==> src/hw/rtl/idr_pkg.sv <==
// Shared widths, codes and command types for the inertial dead-reckoning block.
package idr_pkg;

    localparam int SAMPLE_BITS = 16;
    localparam int TIME_BITS   = 16;
    localparam int FUNC_W      = 2;
    localparam int AXES        = 3;
    localparam int VEL_W       = 48;
    localparam int POS_W       = 64;
    localparam int LO_W        = VEL_W / 2;
    localparam int HI_W        = VEL_W - LO_W;
    localparam int DIFF_W      = SAMPLE_BITS + 1;
    localparam int DT_W        = TIME_BITS + 1;
    localparam int MA_W        = (DIFF_W > LO_W + 1) ? DIFF_W : LO_W + 1;
    localparam int MP_W        = MA_W + DT_W;
    localparam int ADDV_W      = ((MP_W > VEL_W) ? MP_W : VEL_W) + 1;
    localparam int CMB_W       = ((MP_W + LO_W + 1) > POS_W) ? (MP_W + LO_W + 1) : (POS_W + 1);
    localparam int PSUM_W      = POS_W + 1;

    localparam logic [VEL_W-1:0] VEL_MAX = {1'b0, {(VEL_W-1){1'b1}}};
    localparam logic [VEL_W-1:0] VEL_MIN = {1'b1, {(VEL_W-1){1'b0}}};
    localparam logic [POS_W-1:0] POS_MAX = {1'b0, {(POS_W-1){1'b1}}};
    localparam logic [POS_W-1:0] POS_MIN = {1'b1, {(POS_W-1){1'b0}}};

    typedef enum logic [FUNC_W-1:0] {
        FUNC_SAMPLE  = 2'd0,
        FUNC_RST_POS = 2'd1,
        FUNC_RST_VEL = 2'd2
    } t_func;

    localparam logic [1:0] AXIS_X   = 2'd0;
    localparam logic [1:0] AXIS_Y   = 2'd1;
    localparam logic [1:0] AXIS_Z   = 2'd2;
    localparam logic [1:0] AXIS_ANG = 2'd3;

    // Phases of one axis; the angle pass uses the first two only
    localparam logic [2:0] PH_DIFF = 3'd0;
    localparam logic [2:0] PH_VEL  = 3'd1;
    localparam logic [2:0] PH_VLO  = 3'd2;
    localparam logic [2:0] PH_VHI  = 3'd3;
    localparam logic [2:0] PH_CMB  = 3'd4;
    localparam logic [2:0] PH_POS  = 3'd5;

    typedef enum logic [3:0] {
        OP_NONE,
        OP_SET_RATE,
        OP_CLR_POS,
        OP_CLR_VEL,
        OP_MUL_DIFF,
        OP_ADD_VEL,
        OP_MUL_VLO,
        OP_MUL_VHI,
        OP_COMBINE,
        OP_ADD_POS,
        OP_MUL_RATE,
        OP_ADD_ANG
    } t_op;

    typedef enum logic [1:0] {
        ST_IDLE,
        ST_DISPATCH,
        ST_RUN,
        ST_OUT
    } t_state;

    typedef struct packed {
        logic       capture;
        t_op        op;
        logic [1:0] axis;
        logic       load_out;
    } t_cmd;

    typedef struct packed {
        logic [FUNC_W-1:0] func;
    } t_status;

    function automatic t_op step_op(input logic [1:0] axis, input logic [2:0] phase);
        t_op op;
        if (axis == AXIS_ANG) begin
            op = (phase == PH_DIFF) ? OP_MUL_RATE : OP_ADD_ANG;
        end else begin
            case (phase)
                PH_DIFF: op = OP_MUL_DIFF;
                PH_VEL:  op = OP_ADD_VEL;
                PH_VLO:  op = OP_MUL_VLO;
                PH_VHI:  op = OP_MUL_VHI;
                PH_CMB:  op = OP_COMBINE;
                default: op = OP_ADD_POS;
            endcase
        end
        return op;
    endfunction

endpackage

==> src/hw/rtl/idr_ctrl.sv <==
// Sequencer: accepts beats, steps the datapath through its operations, owns output valid.
module idr_ctrl (
    input  logic               i_clk,
    input  logic               i_rst_n,
    input  logic               i_valid,
    output logic               o_ready,
    output logic               o_valid,
    input  logic               i_ready,
    input  idr_pkg::t_status   i_status,
    output idr_pkg::t_cmd      o_cmd
);

    idr_pkg::t_state r_state, n_state;
    logic [1:0]      r_axis, n_axis;
    logic [2:0]      r_phase, n_phase;
    logic            r_out_valid, n_out_valid;

    always_ff @(posedge i_clk) begin
        if (!i_rst_n) begin
            r_state     <= idr_pkg::ST_IDLE;
            r_axis      <= idr_pkg::AXIS_X;
            r_phase     <= idr_pkg::PH_DIFF;
            r_out_valid <= 1'b0;
        end else begin
            r_state     <= n_state;
            r_axis      <= n_axis;
            r_phase     <= n_phase;
            r_out_valid <= n_out_valid;
        end
    end

    always_comb begin
        n_state  = r_state;
        n_axis   = r_axis;
        n_phase  = r_phase;
        o_cmd    = '0;
        o_cmd.op = idr_pkg::OP_NONE;
        case (r_state)
            idr_pkg::ST_IDLE: begin
                if (i_valid) begin
                    o_cmd.capture = 1'b1;
                    n_state       = idr_pkg::ST_DISPATCH;
                end
            end
            idr_pkg::ST_DISPATCH: begin
                n_state = idr_pkg::ST_OUT;
                case (i_status.func)
                    idr_pkg::FUNC_SAMPLE: begin
                        o_cmd.op = idr_pkg::OP_SET_RATE;
                        n_axis   = idr_pkg::AXIS_X;
                        n_phase  = idr_pkg::PH_DIFF;
                        n_state  = idr_pkg::ST_RUN;
                    end
                    idr_pkg::FUNC_RST_POS: o_cmd.op = idr_pkg::OP_CLR_POS;
                    idr_pkg::FUNC_RST_VEL: o_cmd.op = idr_pkg::OP_CLR_VEL;
                    default:               o_cmd.op = idr_pkg::OP_NONE;
                endcase
            end
            idr_pkg::ST_RUN: begin
                o_cmd.op   = idr_pkg::step_op(r_axis, r_phase);
                o_cmd.axis = r_axis;
                if (r_axis == idr_pkg::AXIS_ANG && r_phase == idr_pkg::PH_VEL) begin
                    n_state = idr_pkg::ST_OUT;
                end else if (r_phase == idr_pkg::PH_POS) begin
                    n_phase = idr_pkg::PH_DIFF;
                    n_axis  = r_axis + 2'd1;
                end else begin
                    n_phase = r_phase + 3'd1;
                end
            end
            idr_pkg::ST_OUT: begin
                // hold until the output register is free
                if (!r_out_valid || i_ready) begin
                    o_cmd.load_out = 1'b1;
                    n_state        = idr_pkg::ST_IDLE;
                end
            end
            default: n_state = idr_pkg::ST_IDLE;
        endcase

        if (o_cmd.load_out) begin
            n_out_valid = 1'b1;
        end else if (r_out_valid && i_ready) begin
            n_out_valid = 1'b0;
        end else begin
            n_out_valid = r_out_valid;
        end
    end

    assign o_ready = (r_state == idr_pkg::ST_IDLE);
    assign o_valid = r_out_valid;

endmodule

==> src/hw/rtl/idr_datapath.sv <==
// Accumulators, shared multiplier, saturating adders and result register.
module idr_datapath (
    input  logic                                   i_clk,
    input  logic                                   i_rst_n,
    input  idr_pkg::t_cmd                          i_cmd,
    output idr_pkg::t_status                       o_status,
    input  logic [idr_pkg::FUNC_W-1:0]             i_func,
    input  logic signed [idr_pkg::SAMPLE_BITS-1:0] i_accel_x,
    input  logic signed [idr_pkg::SAMPLE_BITS-1:0] i_accel_y,
    input  logic signed [idr_pkg::SAMPLE_BITS-1:0] i_accel_z,
    input  logic signed [idr_pkg::SAMPLE_BITS-1:0] i_gyro_rate,
    input  logic [idr_pkg::TIME_BITS-1:0]          i_elapsed_us,
    output logic signed [idr_pkg::POS_W-1:0]       o_pos_x,
    output logic signed [idr_pkg::POS_W-1:0]       o_pos_y,
    output logic signed [idr_pkg::POS_W-1:0]       o_pos_z,
    output logic signed [idr_pkg::VEL_W-1:0]       o_vel_x,
    output logic signed [idr_pkg::VEL_W-1:0]       o_vel_y,
    output logic signed [idr_pkg::VEL_W-1:0]       o_vel_z,
    output logic signed [idr_pkg::VEL_W-1:0]       o_heading,
    output logic signed [idr_pkg::SAMPLE_BITS-1:0] o_turn_rate
);

    localparam int SB = idr_pkg::SAMPLE_BITS;
    localparam int VW = idr_pkg::VEL_W;
    localparam int PW = idr_pkg::POS_W;
    localparam int LW = idr_pkg::LO_W;
    localparam int AV = idr_pkg::ADDV_W;
    localparam int CW = idr_pkg::CMB_W;
    localparam int SW = idr_pkg::PSUM_W;
    localparam int MP = idr_pkg::MP_W;
    localparam int MA = idr_pkg::MA_W;

    // captured beat
    logic [idr_pkg::FUNC_W-1:0]    r_func;
    logic signed [SB-1:0]          r_accel [0:idr_pkg::AXES-1];
    logic signed [SB-1:0]          r_rate_in;
    logic [idr_pkg::TIME_BITS-1:0] r_dt;

    // integrator state
    logic signed [VW-1:0] r_vel  [0:idr_pkg::AXES-1];
    logic signed [PW-1:0] r_pos  [0:idr_pkg::AXES-1];
    logic signed [SB-1:0] r_grav [0:idr_pkg::AXES-1];
    logic signed [VW-1:0] r_ang;
    logic signed [SB-1:0] r_rate;

    // multiplier pipeline
    logic signed [MP-1:0] r_prod;
    logic signed [MP-1:0] r_lo;
    logic signed [PW-1:0] r_term;

    logic signed [SB-1:0]              sel_acc, sel_grav;
    logic signed [VW-1:0]              sel_vel;
    logic signed [PW-1:0]              sel_pos;
    logic signed [idr_pkg::DIFF_W-1:0] diff;
    logic signed [MA-1:0]              mul_a;
    logic signed [idr_pkg::DT_W-1:0]   dt_s;
    logic signed [MP-1:0]              prod;
    logic signed [AV-1:0]              vsum, asum;
    logic signed [CW-1:0]              csum;
    logic signed [SW-1:0]              psum;
    logic [VW-1:0]                     vel_new, ang_new;
    logic [PW-1:0]                     term_new, pos_new;

    always_comb begin
        case (i_cmd.axis)
            idr_pkg::AXIS_X: begin
                sel_acc = r_accel[0]; sel_grav = r_grav[0];
                sel_vel = r_vel[0];   sel_pos  = r_pos[0];
            end
            idr_pkg::AXIS_Y: begin
                sel_acc = r_accel[1]; sel_grav = r_grav[1];
                sel_vel = r_vel[1];   sel_pos  = r_pos[1];
            end
            default: begin
                sel_acc = r_accel[2]; sel_grav = r_grav[2];
                sel_vel = r_vel[2];   sel_pos  = r_pos[2];
            end
        endcase

        diff = idr_pkg::DIFF_W'(sel_acc) - idr_pkg::DIFF_W'(sel_grav);
        dt_s = signed'({1'b0, r_dt});

        case (i_cmd.op)
            idr_pkg::OP_MUL_DIFF: mul_a = MA'(diff);
            idr_pkg::OP_MUL_VLO:  mul_a = MA'({1'b0, sel_vel[LW-1:0]});
            idr_pkg::OP_MUL_VHI:  mul_a = MA'($signed(sel_vel[VW-1:LW]));
            idr_pkg::OP_MUL_RATE: mul_a = MA'(r_rate_in);
            default:              mul_a = '0;
        endcase
        prod = mul_a * dt_s;

        // speed and angle: add product, clamp to 48 bits
        vsum = AV'(sel_vel) + AV'(r_prod);
        if (vsum[AV-1:VW-1] == {(AV-VW+1){vsum[AV-1]}}) begin
            vel_new = vsum[VW-1:0];
        end else begin
            vel_new = vsum[AV-1] ? idr_pkg::VEL_MIN : idr_pkg::VEL_MAX;
        end

        asum = AV'(r_ang) + AV'(r_prod);
        if (asum[AV-1:VW-1] == {(AV-VW+1){asum[AV-1]}}) begin
            ang_new = asum[VW-1:0];
        end else begin
            ang_new = asum[AV-1] ? idr_pkg::VEL_MIN : idr_pkg::VEL_MAX;
        end

        // join the two speed partial products, clamp to 64 bits
        csum = (CW'(r_prod) <<< LW) + CW'(r_lo);
        if (csum[CW-1:PW-1] == {(CW-PW+1){csum[CW-1]}}) begin
            term_new = csum[PW-1:0];
        end else begin
            term_new = csum[CW-1] ? idr_pkg::POS_MIN : idr_pkg::POS_MAX;
        end

        psum = SW'(sel_pos) + SW'(r_term);
        if (psum[SW-1] == psum[SW-2]) begin
            pos_new = psum[PW-1:0];
        end else begin
            pos_new = psum[SW-1] ? idr_pkg::POS_MIN : idr_pkg::POS_MAX;
        end
    end

    always_ff @(posedge i_clk) begin
        if (!i_rst_n) begin
            for (int i = 0; i < idr_pkg::AXES; i++) begin
                r_vel[i]  <= '0;
                r_pos[i]  <= '0;
                r_grav[i] <= '0;
            end
            r_ang  <= '0;
            r_rate <= '0;
        end else begin
            case (i_cmd.op)
                idr_pkg::OP_SET_RATE: r_rate <= r_rate_in;
                idr_pkg::OP_CLR_POS: begin
                    for (int i = 0; i < idr_pkg::AXES; i++) begin
                        r_pos[i] <= '0;
                    end
                    r_ang <= '0;
                end
                idr_pkg::OP_CLR_VEL: begin
                    for (int i = 0; i < idr_pkg::AXES; i++) begin
                        r_vel[i]  <= '0;
                        r_grav[i] <= r_accel[i];
                    end
                    r_rate <= '0;
                end
                idr_pkg::OP_ADD_VEL: r_vel[i_cmd.axis] <= vel_new;
                idr_pkg::OP_ADD_POS: r_pos[i_cmd.axis] <= pos_new;
                idr_pkg::OP_ADD_ANG: r_ang <= ang_new;
                default: ;
            endcase
        end
    end

    always_ff @(posedge i_clk) begin
        if (i_cmd.capture) begin
            r_func     <= i_func;
            r_accel[0] <= i_accel_x;
            r_accel[1] <= i_accel_y;
            r_accel[2] <= i_accel_z;
            r_rate_in  <= i_gyro_rate;
            r_dt       <= i_elapsed_us;
        end
        if (i_cmd.op inside {idr_pkg::OP_MUL_DIFF, idr_pkg::OP_MUL_VLO,
                             idr_pkg::OP_MUL_VHI, idr_pkg::OP_MUL_RATE}) begin
            r_prod <= prod;
        end
        // keep the low partial product while the high one is formed
        if (i_cmd.op == idr_pkg::OP_MUL_VHI) begin
            r_lo <= r_prod;
        end
        if (i_cmd.op == idr_pkg::OP_COMBINE) begin
            r_term <= term_new;
        end
        if (i_cmd.load_out) begin
            o_pos_x     <= r_pos[0];
            o_pos_y     <= r_pos[1];
            o_pos_z     <= r_pos[2];
            o_vel_x     <= r_vel[0];
            o_vel_y     <= r_vel[1];
            o_vel_z     <= r_vel[2];
            o_heading   <= r_ang;
            o_turn_rate <= r_rate;
        end
    end

    assign o_status.func = r_func;

endmodule

==> src/hw/rtl/inertial_dead_reckoning.sv <==
// Top level: a sample beat is worked through by one shared 25x17 multiplier, stepping over
// three axes (six steps each) and the angle (two steps) before o_valid is raised.
// Reset-position and reset-speed beats skip the multiplier steps. The block returns to idle
// as the result is registered and takes no new beat before that: one beat is in flight at a time.
// The result register lets the next beat start while a result waits to be taken.
// Synchronous active-low reset clears speed, position, gravity, angle, rate and valid.
module inertial_dead_reckoning (
    input  logic                                   i_clk,
    input  logic                                   i_rst_n,
    input  logic                                   i_valid,
    output logic                                   o_ready,
    input  logic [idr_pkg::FUNC_W-1:0]             i_func,
    input  logic signed [idr_pkg::SAMPLE_BITS-1:0] i_accel_x,
    input  logic signed [idr_pkg::SAMPLE_BITS-1:0] i_accel_y,
    input  logic signed [idr_pkg::SAMPLE_BITS-1:0] i_accel_z,
    input  logic signed [idr_pkg::SAMPLE_BITS-1:0] i_gyro_rate,
    input  logic [idr_pkg::TIME_BITS-1:0]          i_elapsed_us,
    output logic                                   o_valid,
    input  logic                                   i_ready,
    output logic signed [idr_pkg::POS_W-1:0]       o_pos_x,
    output logic signed [idr_pkg::POS_W-1:0]       o_pos_y,
    output logic signed [idr_pkg::POS_W-1:0]       o_pos_z,
    output logic signed [idr_pkg::VEL_W-1:0]       o_vel_x,
    output logic signed [idr_pkg::VEL_W-1:0]       o_vel_y,
    output logic signed [idr_pkg::VEL_W-1:0]       o_vel_z,
    output logic signed [idr_pkg::VEL_W-1:0]       o_heading,
    output logic signed [idr_pkg::SAMPLE_BITS-1:0] o_turn_rate
);

    idr_pkg::t_cmd    cmd;
    idr_pkg::t_status status;

    idr_ctrl u_ctrl (
        .i_clk    (i_clk),
        .i_rst_n  (i_rst_n),
        .i_valid  (i_valid),
        .o_ready  (o_ready),
        .o_valid  (o_valid),
        .i_ready  (i_ready),
        .i_status (status),
        .o_cmd    (cmd)
    );

    idr_datapath u_datapath (
        .i_clk        (i_clk),
        .i_rst_n      (i_rst_n),
        .i_cmd        (cmd),
        .o_status     (status),
        .i_func       (i_func),
        .i_accel_x    (i_accel_x),
        .i_accel_y    (i_accel_y),
        .i_accel_z    (i_accel_z),
        .i_gyro_rate  (i_gyro_rate),
        .i_elapsed_us (i_elapsed_us),
        .o_pos_x      (o_pos_x),
        .o_pos_y      (o_pos_y),
        .o_pos_z      (o_pos_z),
        .o_vel_x      (o_vel_x),
        .o_vel_y      (o_vel_y),
        .o_vel_z      (o_vel_z),
        .o_heading    (o_heading),
        .o_turn_rate  (o_turn_rate)
    );

endmodule

==> config.mk <==
export PLATFORM = sky130hd
export DESIGN_NAME = inertial_dead_reckoning
export DESIGN_NICKNAME = d
export VERILOG_FILES = /design/src/hw/rtl/idr_pkg.sv /design/src/hw/rtl/idr_ctrl.sv /design/src/hw/rtl/idr_datapath.sv /design/src/hw/rtl/inertial_dead_reckoning.sv
export SDC_FILE = /design/constraint.sdc
export NUM_CORES = 2
export LEC_CHECK = 0
export BUFFER_PORTS_ARGS = -buffer_cell sky130_fd_sc_hd__clkbuf_2
export CORE_MARGIN = 1
export CORE_UTILIZATION = 60
export DETAILED_ROUTE_END_ITERATION = 7
export GPL_ROUTABILITY_DRIVEN = 0
export PLACE_DENSITY = 0.81
export SLEW_MARGIN = 20
export SYNTH_ARGS = -nofsm -noshare
export SYNTH_HDL_FRONTEND = slang
export SYNTH_SLANG_ARGS = --single-unit
==> constraint.sdc <==
create_clock -name i_clk -period 35.2 [get_ports i_clk]
set_input_delay 7.04 -clock i_clk [delete_from_list [all_inputs] [get_ports i_clk]]
set_output_delay 7.04 -clock i_clk [all_outputs]
set_load 0.05 [all_outputs]
; Word level (Yosys, flattened, before mapping)
; Memory sizes are Yosys's and may differ from the RTL's.
; Cells that the tools add are included.
[op_classes]
add_sub_neg = 7
mul = 1
eq_ne = 33
n_mux = 70
n_bitwise = 9
reduce_logical = 18
[op_table]
columns = operator, count
row1 = 64-bit 2-to-1 mux, 8
row2 = 48-bit 2-to-1 mux, 8
row3 = 48-bit case mux with 2 select lines, 2
row4 = 64-bit case mux with 2 select lines, 1
row5 = 25-bit case mux with 4 select lines, 1
row6 = 48-bit by 42-bit adder with 49-bit output, 2
row7 = 16-bit case mux with 2 select lines, 3
row8 = 66-bit by 42-bit adder with 67-bit output, 1
row9 = 64-bit by 64-bit adder with 65-bit output, 1
row10 = 64-bit OR reduction, 1
row11 = 16-bit 2-to-1 mux, 3
row12 = 48-bit OR reduction, 1
row13 = 25-bit by 17-bit multiplier with 42-bit output, 1
row14 = 1-bit 2-to-1 mux, 25
row15 = 4-bit case mux with 5 select lines, 1
row16 = 2-bit 2-to-1 mux, 9
row17 = 16-bit by 16-bit subtractor with 17-bit output, 1
row18 = "4-bit by 3-bit == test with 1-bit output, second input constant", 4
row19 = "4-bit == test, second input constant", 4
row20 = 3-bit 2-to-1 mux, 3
row21 = 1-bit bitwise OR, 9
row22 = "2-bit == test, second input constant", 4
row23 = "4-bit by 2-bit == test with 1-bit output, second input constant", 2
row24 = 2-bit case mux with 4 select lines, 1
row25 = 25 further kinds, 42
[word_totals]
regBits = 654
ram_bits = 432
inputBits = 86
wordCells = 162
memories = 4
[mem_list]
columns = name, depth, width, read_ports, rd_clocked_by_memory_dff, wr, line
row1 = u_datapath.r_pos, 3, 64, 3, 0, 3, idr_datapath.sv:41  ; logic signed [PW-1:0] r_pos [0:idr_pkg::AXES-1];
row2 = u_datapath.r_vel, 3, 48, 3, 0, 3, idr_datapath.sv:40  ; logic signed [VW-1:0] r_vel [0:idr_pkg::AXES-1];
row3 = u_datapath.r_accel, 3, 16, 3, 0, 3, idr_datapath.sv:35  ; logic signed [SB-1:0] r_accel [0:idr_pkg::AXES-1];
row4 = u_datapath.r_grav, 3, 16, 3, 0, 3, idr_datapath.sv:42  ; logic signed [SB-1:0] r_grav [0:idr_pkg::AXES-1];

; Logic depth before layout (Yosys ltp)
[depth]
word_depth = 10
ltp_mapped = 46

; Cells and area by module
; From an unflattened synthesis, not the netlist that was laid out.
[hier_totals]
cells_unflattened = 6055
area_unflattened_um2 = 66959.2
[by_module_without_submodules]
columns = module, n_inst, cells_per_inst, area_each_um2
row1 = idr_datapath, 1, 5968, 66268.6
row2 = idr_ctrl, 1, 87, 690.7

; Worst setup path before layout
; No wires, ideal clock.
[synth_timing]
path_type = input to register
from = input port i_ready
to = register u_datapath.o_heading[0] (netlist name), enable pin
setup_time_ns = 1.220
arrival_ns = 24.735
required_time_ns = 33.980
path_slack_ns = 9.245
cell_stages = 2
path_buffers = 0
path_cell_list = nor2b_1 -> nor2b_1
[synth_rtl]
columns = element, line
row1 = from (decl), inertial_dead_reckoning.sv:19  ; input logic i_ready,
row2 = to (signal assigned), idr_datapath.sv:183  ; o_heading <= r_ang;
row3 = to (decl), idr_datapath.sv:19  ; output logic signed [idr_pkg::VEL_W-1:0] o_heading,

; Worst setup path in the final report
[layout_timing]
from = register u_ctrl.r_axis[0]
to = register u_datapath.r_prod[40], data pin
[layout_via]
elab_chain_cells = 6
word_cells_on_any_way = 16
classes_between = 1 x add/sub / 1 x mul / 6 x eq/ne / 7 x mux / 1 x reduce/logical
[layout_lines]
columns = element, line
row1 = from (decl), idr_ctrl.sv:14  ; logic [1:0] r_axis, n_axis;
row2 = from (signal assigned), idr_ctrl.sv:21  ; r_axis <= idr_pkg::AXIS_X;
row3 = from (signal assigned), idr_ctrl.sv:26  ; r_axis <= n_axis;
row4 = 2-bit 2-to-1 mux or 2-bit == test (tied branches), "idr_ctrl.sv:38, idr_pkg.sv:79"
row5 = "2-bit by 1-bit == test with 1-bit output, or another cell as far along", idr_datapath.sv:65  ; case (i_cmd.axis)
row6 = 16-bit case mux with 2 select lines or 4-bit case mux with 2 select lines (tied branches), "idr_datapath.sv:65, idr_ctrl.sv:38"
row7 = "16-bit by 16-bit subtractor with 17-bit output, or another cell as far along", idr_datapath.sv:80  ; diff = idr_pkg::DIFF_W'(sel_acc) - idr_pkg::DIFF_W'(sel_grav);
row8 = 25-bit case mux with 4 select lines *, idr_datapath.sv:83  ; case (i_cmd.op)
row9 = 25-bit by 17-bit multiplier with 42-bit output *, idr_datapath.sv:90  ; prod = mul_a * dt_s;
row10 = net u_datapath.prod[40], idr_datapath.sv:57  ; logic signed [MP-1:0] prod;
row11 = to (signal assigned), idr_datapath.sv:167  ; r_prod <= prod;
row12 = to (decl), idr_datapath.sv:47  ; logic signed [MP-1:0] r_prod;
; The timed path passes the listed nets; every way through them passes the cells marked *.
; A chain may end at the register's enable or synchronous reset.

==> out/results.txt <==
status - complete, no violations
drt pass-1 iters - 8
Critical Path RT - 35.65 ns
critical path fanouts, max - 60
Setup violations, final - 0
core area - 111000 µm²
largest net degree at the start of global routing - 90
drt wl/cell - 24.6 µm
arrival time worst endpoint - 12.11 ns
main flop type after synthesis - edfxtp_1
nets - 7340
Worst-Skew Late Latency - 0.73 ns
total CTS buffers - 105
Worst setup SP type - register
sequential area share after synthesis - 0.473
Cells after Synth - 6182
Rows - 122
final setup margin - 23.54 ns
setup TNS - 0 ns
Initial Util - 0.608
worst reg-to-reg setup slack - 23.54 ns
RSZ-0062 raised after global routing - no
final WL - 199000 µm
vias in the first global route - 50200
minimum clock period - 11.66 ns
mapped cell area - 67400 µm²
Routed Antenna Nets - 0
Post-DP Area - 71100 µm²
top-area cell type share of the netlist area - 0.452
relative slew slack - 0.198
number of flops mapped to enable cells by yosys - 1014
slowest stage cell on the critical path - a211oi_1
via count - 51500
Clock Sinks - 1086
Port Buffer Count - 487
Final Hold Fails - 0
initial antenna violation count - 4
# H-tree levels - 3
Finished Cell Area - 74800 µm²
total gr overflow - 0
final max-slew violation count - 0
Yosys warnings - 0
worst setup path category - register to register
measured slew at the worst slew-check pin - 1.20 ns
final worst path period share - 0.331
Power Total - 0.00441 W
share of cells above drive strength 1 - 0.125
Mapped Nets - 6993
Post-CTS Hold Buffers - 0
Mean Syn Cell Area - 10.9 µm²
DRC violations left - 0
VDD IR-drop max - 0.0674 mV
Die Ht - 337 µm
crit-path max cell delay - 0.82 ns
Highest Clock Rate - 85.8 MHz
CTS root buffer - clkbuf_16
utilization after layout - 0.674
worst path bufs/invs - 5
crit path capture type - register
clock tree buffer depth - 3
die area - 114000 µm²
first-pass GRT wire length - 295000 µm
synth top area cells - edfxtp_1 (45%), fa_1 (12%), ha_1 (6.1%)
skew final - 0.0299 ns
Die Width - 337 µm
P&R area growth vs syn - 11.0%
FF+latch count, synth - 1086
most used cell, CP - fa_1
area leader, netlist - edfxtp_1
max_cap viols - 0
Iter 0 DRT Violations - 6116
# IOs - 488
CTS clock-pin slew for the worst setup and hold paths - 0.06 ns
Top delay family on crit path - adder cells
pwr dens - 58.9 nW/µm²
pre-CTS setup slack - 23.88 ns
setup bufs post-CTS - 0
gr usage total - 0.347
async set-reset flop share out of synthesis - 0
post_cts resized - 0
dpl hpwl - 144000 µm
Via density - 6.35
min-delay worst type - register to register
Leakage - 31.0 nW
Netlist cell types - 97
CTS tree - built
per-layer routing:
| layer | GRT usage | up-vias | wire, µm |
|---|---|---|---|
| li1 | - | 22500 | - |
| met1 | 0.415 | 24800 | 68700 |
| met2 | 0.567 | 3456 | 93800 |
| met3 | 0.0802 | 763 | 22000 |
| met4 | 0.219 | 4 | 14500 |
| met5 | 0 | - | 24 |
flip-flops by register name (all words and copies together) (netlist names), 3 cells and up:
register	cells
u_ctrl.r_phase	3
u_datapath.o_heading	48
u_datapath.o_pos_x	64
u_datapath.o_pos_y	64
u_datapath.o_pos_z	64
u_datapath.o_turn_rate	16
u_datapath.o_vel_x	48
u_datapath.o_vel_y	48
u_datapath.o_vel_z	48
u_datapath.r_accel	48
u_datapath.r_ang	48
u_datapath.r_dt	16
u_datapath.r_grav	48
u_datapath.r_lo	42
u_datapath.r_pos	192
u_datapath.r_prod	42
u_datapath.r_rate	16
u_datapath.r_rate_in	16
u_datapath.r_term	64
u_datapath.r_vel	144
power by group:
group	internal, W	switching, W	total [W]
Combinational	0.000459	0.00106	0.00152
Clock	0.000659	0.000505	0.00116
Sequential	0.00160	0.000125	0.00172
logic make-up after synthesis:
logic type,after synthesis,share of synthesized area
adders and majority gates,725,0.179
muxes,33,0.00490
buffers and inverters,899,0.0516
and+or+nand+nor,1620,0.116
xor gates and xnor gates,218,0.0283
DFF,1086,0.473
AOI/OAI and AO/OA,1601,0.148
path summary, 6_finish.rpt:
kind                    startpoint                          to  cells after the start
min          u_datapath.r_rate[15]  u_datapath.o_turn_rate[15]                      0
max               u_ctrl.r_axis[0]       u_datapath.r_prod[40]                     36
max reg2reg       u_ctrl.r_axis[0]       u_datapath.r_prod[40]                     36
min reg2reg  u_datapath.r_rate[15]  u_datapath.o_turn_rate[15]                      0
cell type report:
class                      instances  area [µm²]
clock buffer                     127        2790
tap                             1488        1860
timing repair buffer             560        3040
inverter                         579        2170
fill                            8008       36100
sequential                      1086       31900
multi-input combinational       4197       32300
clock inverter                    70         793
antenna                            2        5.00
synth_stat cells (30+ instances only):
| cell | number |
|---|---|
| edfxtp_1 | 1014 |
| inv_1 | 579 |
| nand2_1 | 573 |
| o21ai_0 | 495 |
| a21oi_1 | 396 |
| fa_1 | 396 |
| nor2_1 | 372 |
| ha_1 | 329 |
| and2_1 | 260 |
| clkbuf_1 | 235 |
| xnor2_1 | 134 |
| a21o_1 | 133 |
| xor2_1 | 84 |
| a22oi_1 | 79 |
| nand3b_1 | 78 |
| dfxtp_1 | 72 |
| o22ai_1 | 71 |
| nand3_1 | 69 |
| buf_2 | 62 |
| o21bai_1 | 61 |
| nand4_1 | 57 |
| nor3_1 | 48 |
| a21boi_0 | 37 |
| nor2b_1 | 37 |
| a31oi_1 | 33 |
| mux2i_1 | 33 |
| o21a_1 | 33 |
| o21ai_1 | 30 |
metrics by stage:
step,instances,hold WS [ns]
final,8109,0.433
after global routing,8109,0.446
after CTS,8103,0.436
after detailed placement,7906,0.413
after global placement,7906,0.415
after floorplan,6182,0.408
layout by cell type, fill, tap and decap left out, types with 30 or more instances in the layout:
master / instances
nor2_1: 371
a21oi_1: 396
o21a_1: 33
ha_1: 328
buf_4: 69
nand3_1: 67
edfxtp_1: 1014
a22oi_1: 79
and2_1: 259
nand3b_1: 78
o21ai_0: 493
dfxtp_1: 70
mux2i_1: 33
nand4_1: 57
nor3_1: 47
o21bai_1: 55
a21o_1: 133
clkbuf_16: 106
inv_1: 576
nor2b_1: 34
o21ai_1: 30
clkbuf_2: 487
xor2_1: 83
a21boi_0: 36
a31oi_1: 33
nand2_1: 565
xnor2_1: 134
o22ai_1: 71
fa_1: 396
worst register-to-register path: cells and delay by family (launching register included):
| family | cells | cell delay, ns |
|---|---|---|
| compound gates | 13 | 3.13 |
| xor+xnor | 1 | 0.15 |
| fa+ha+maj | 9 | 4.13 |
| buf+inv | 5 | 0.46 |
| flops | 1 | 0.76 |
| simple gates | 8 | 2.75 |
(Power assumes the default switching activity.)
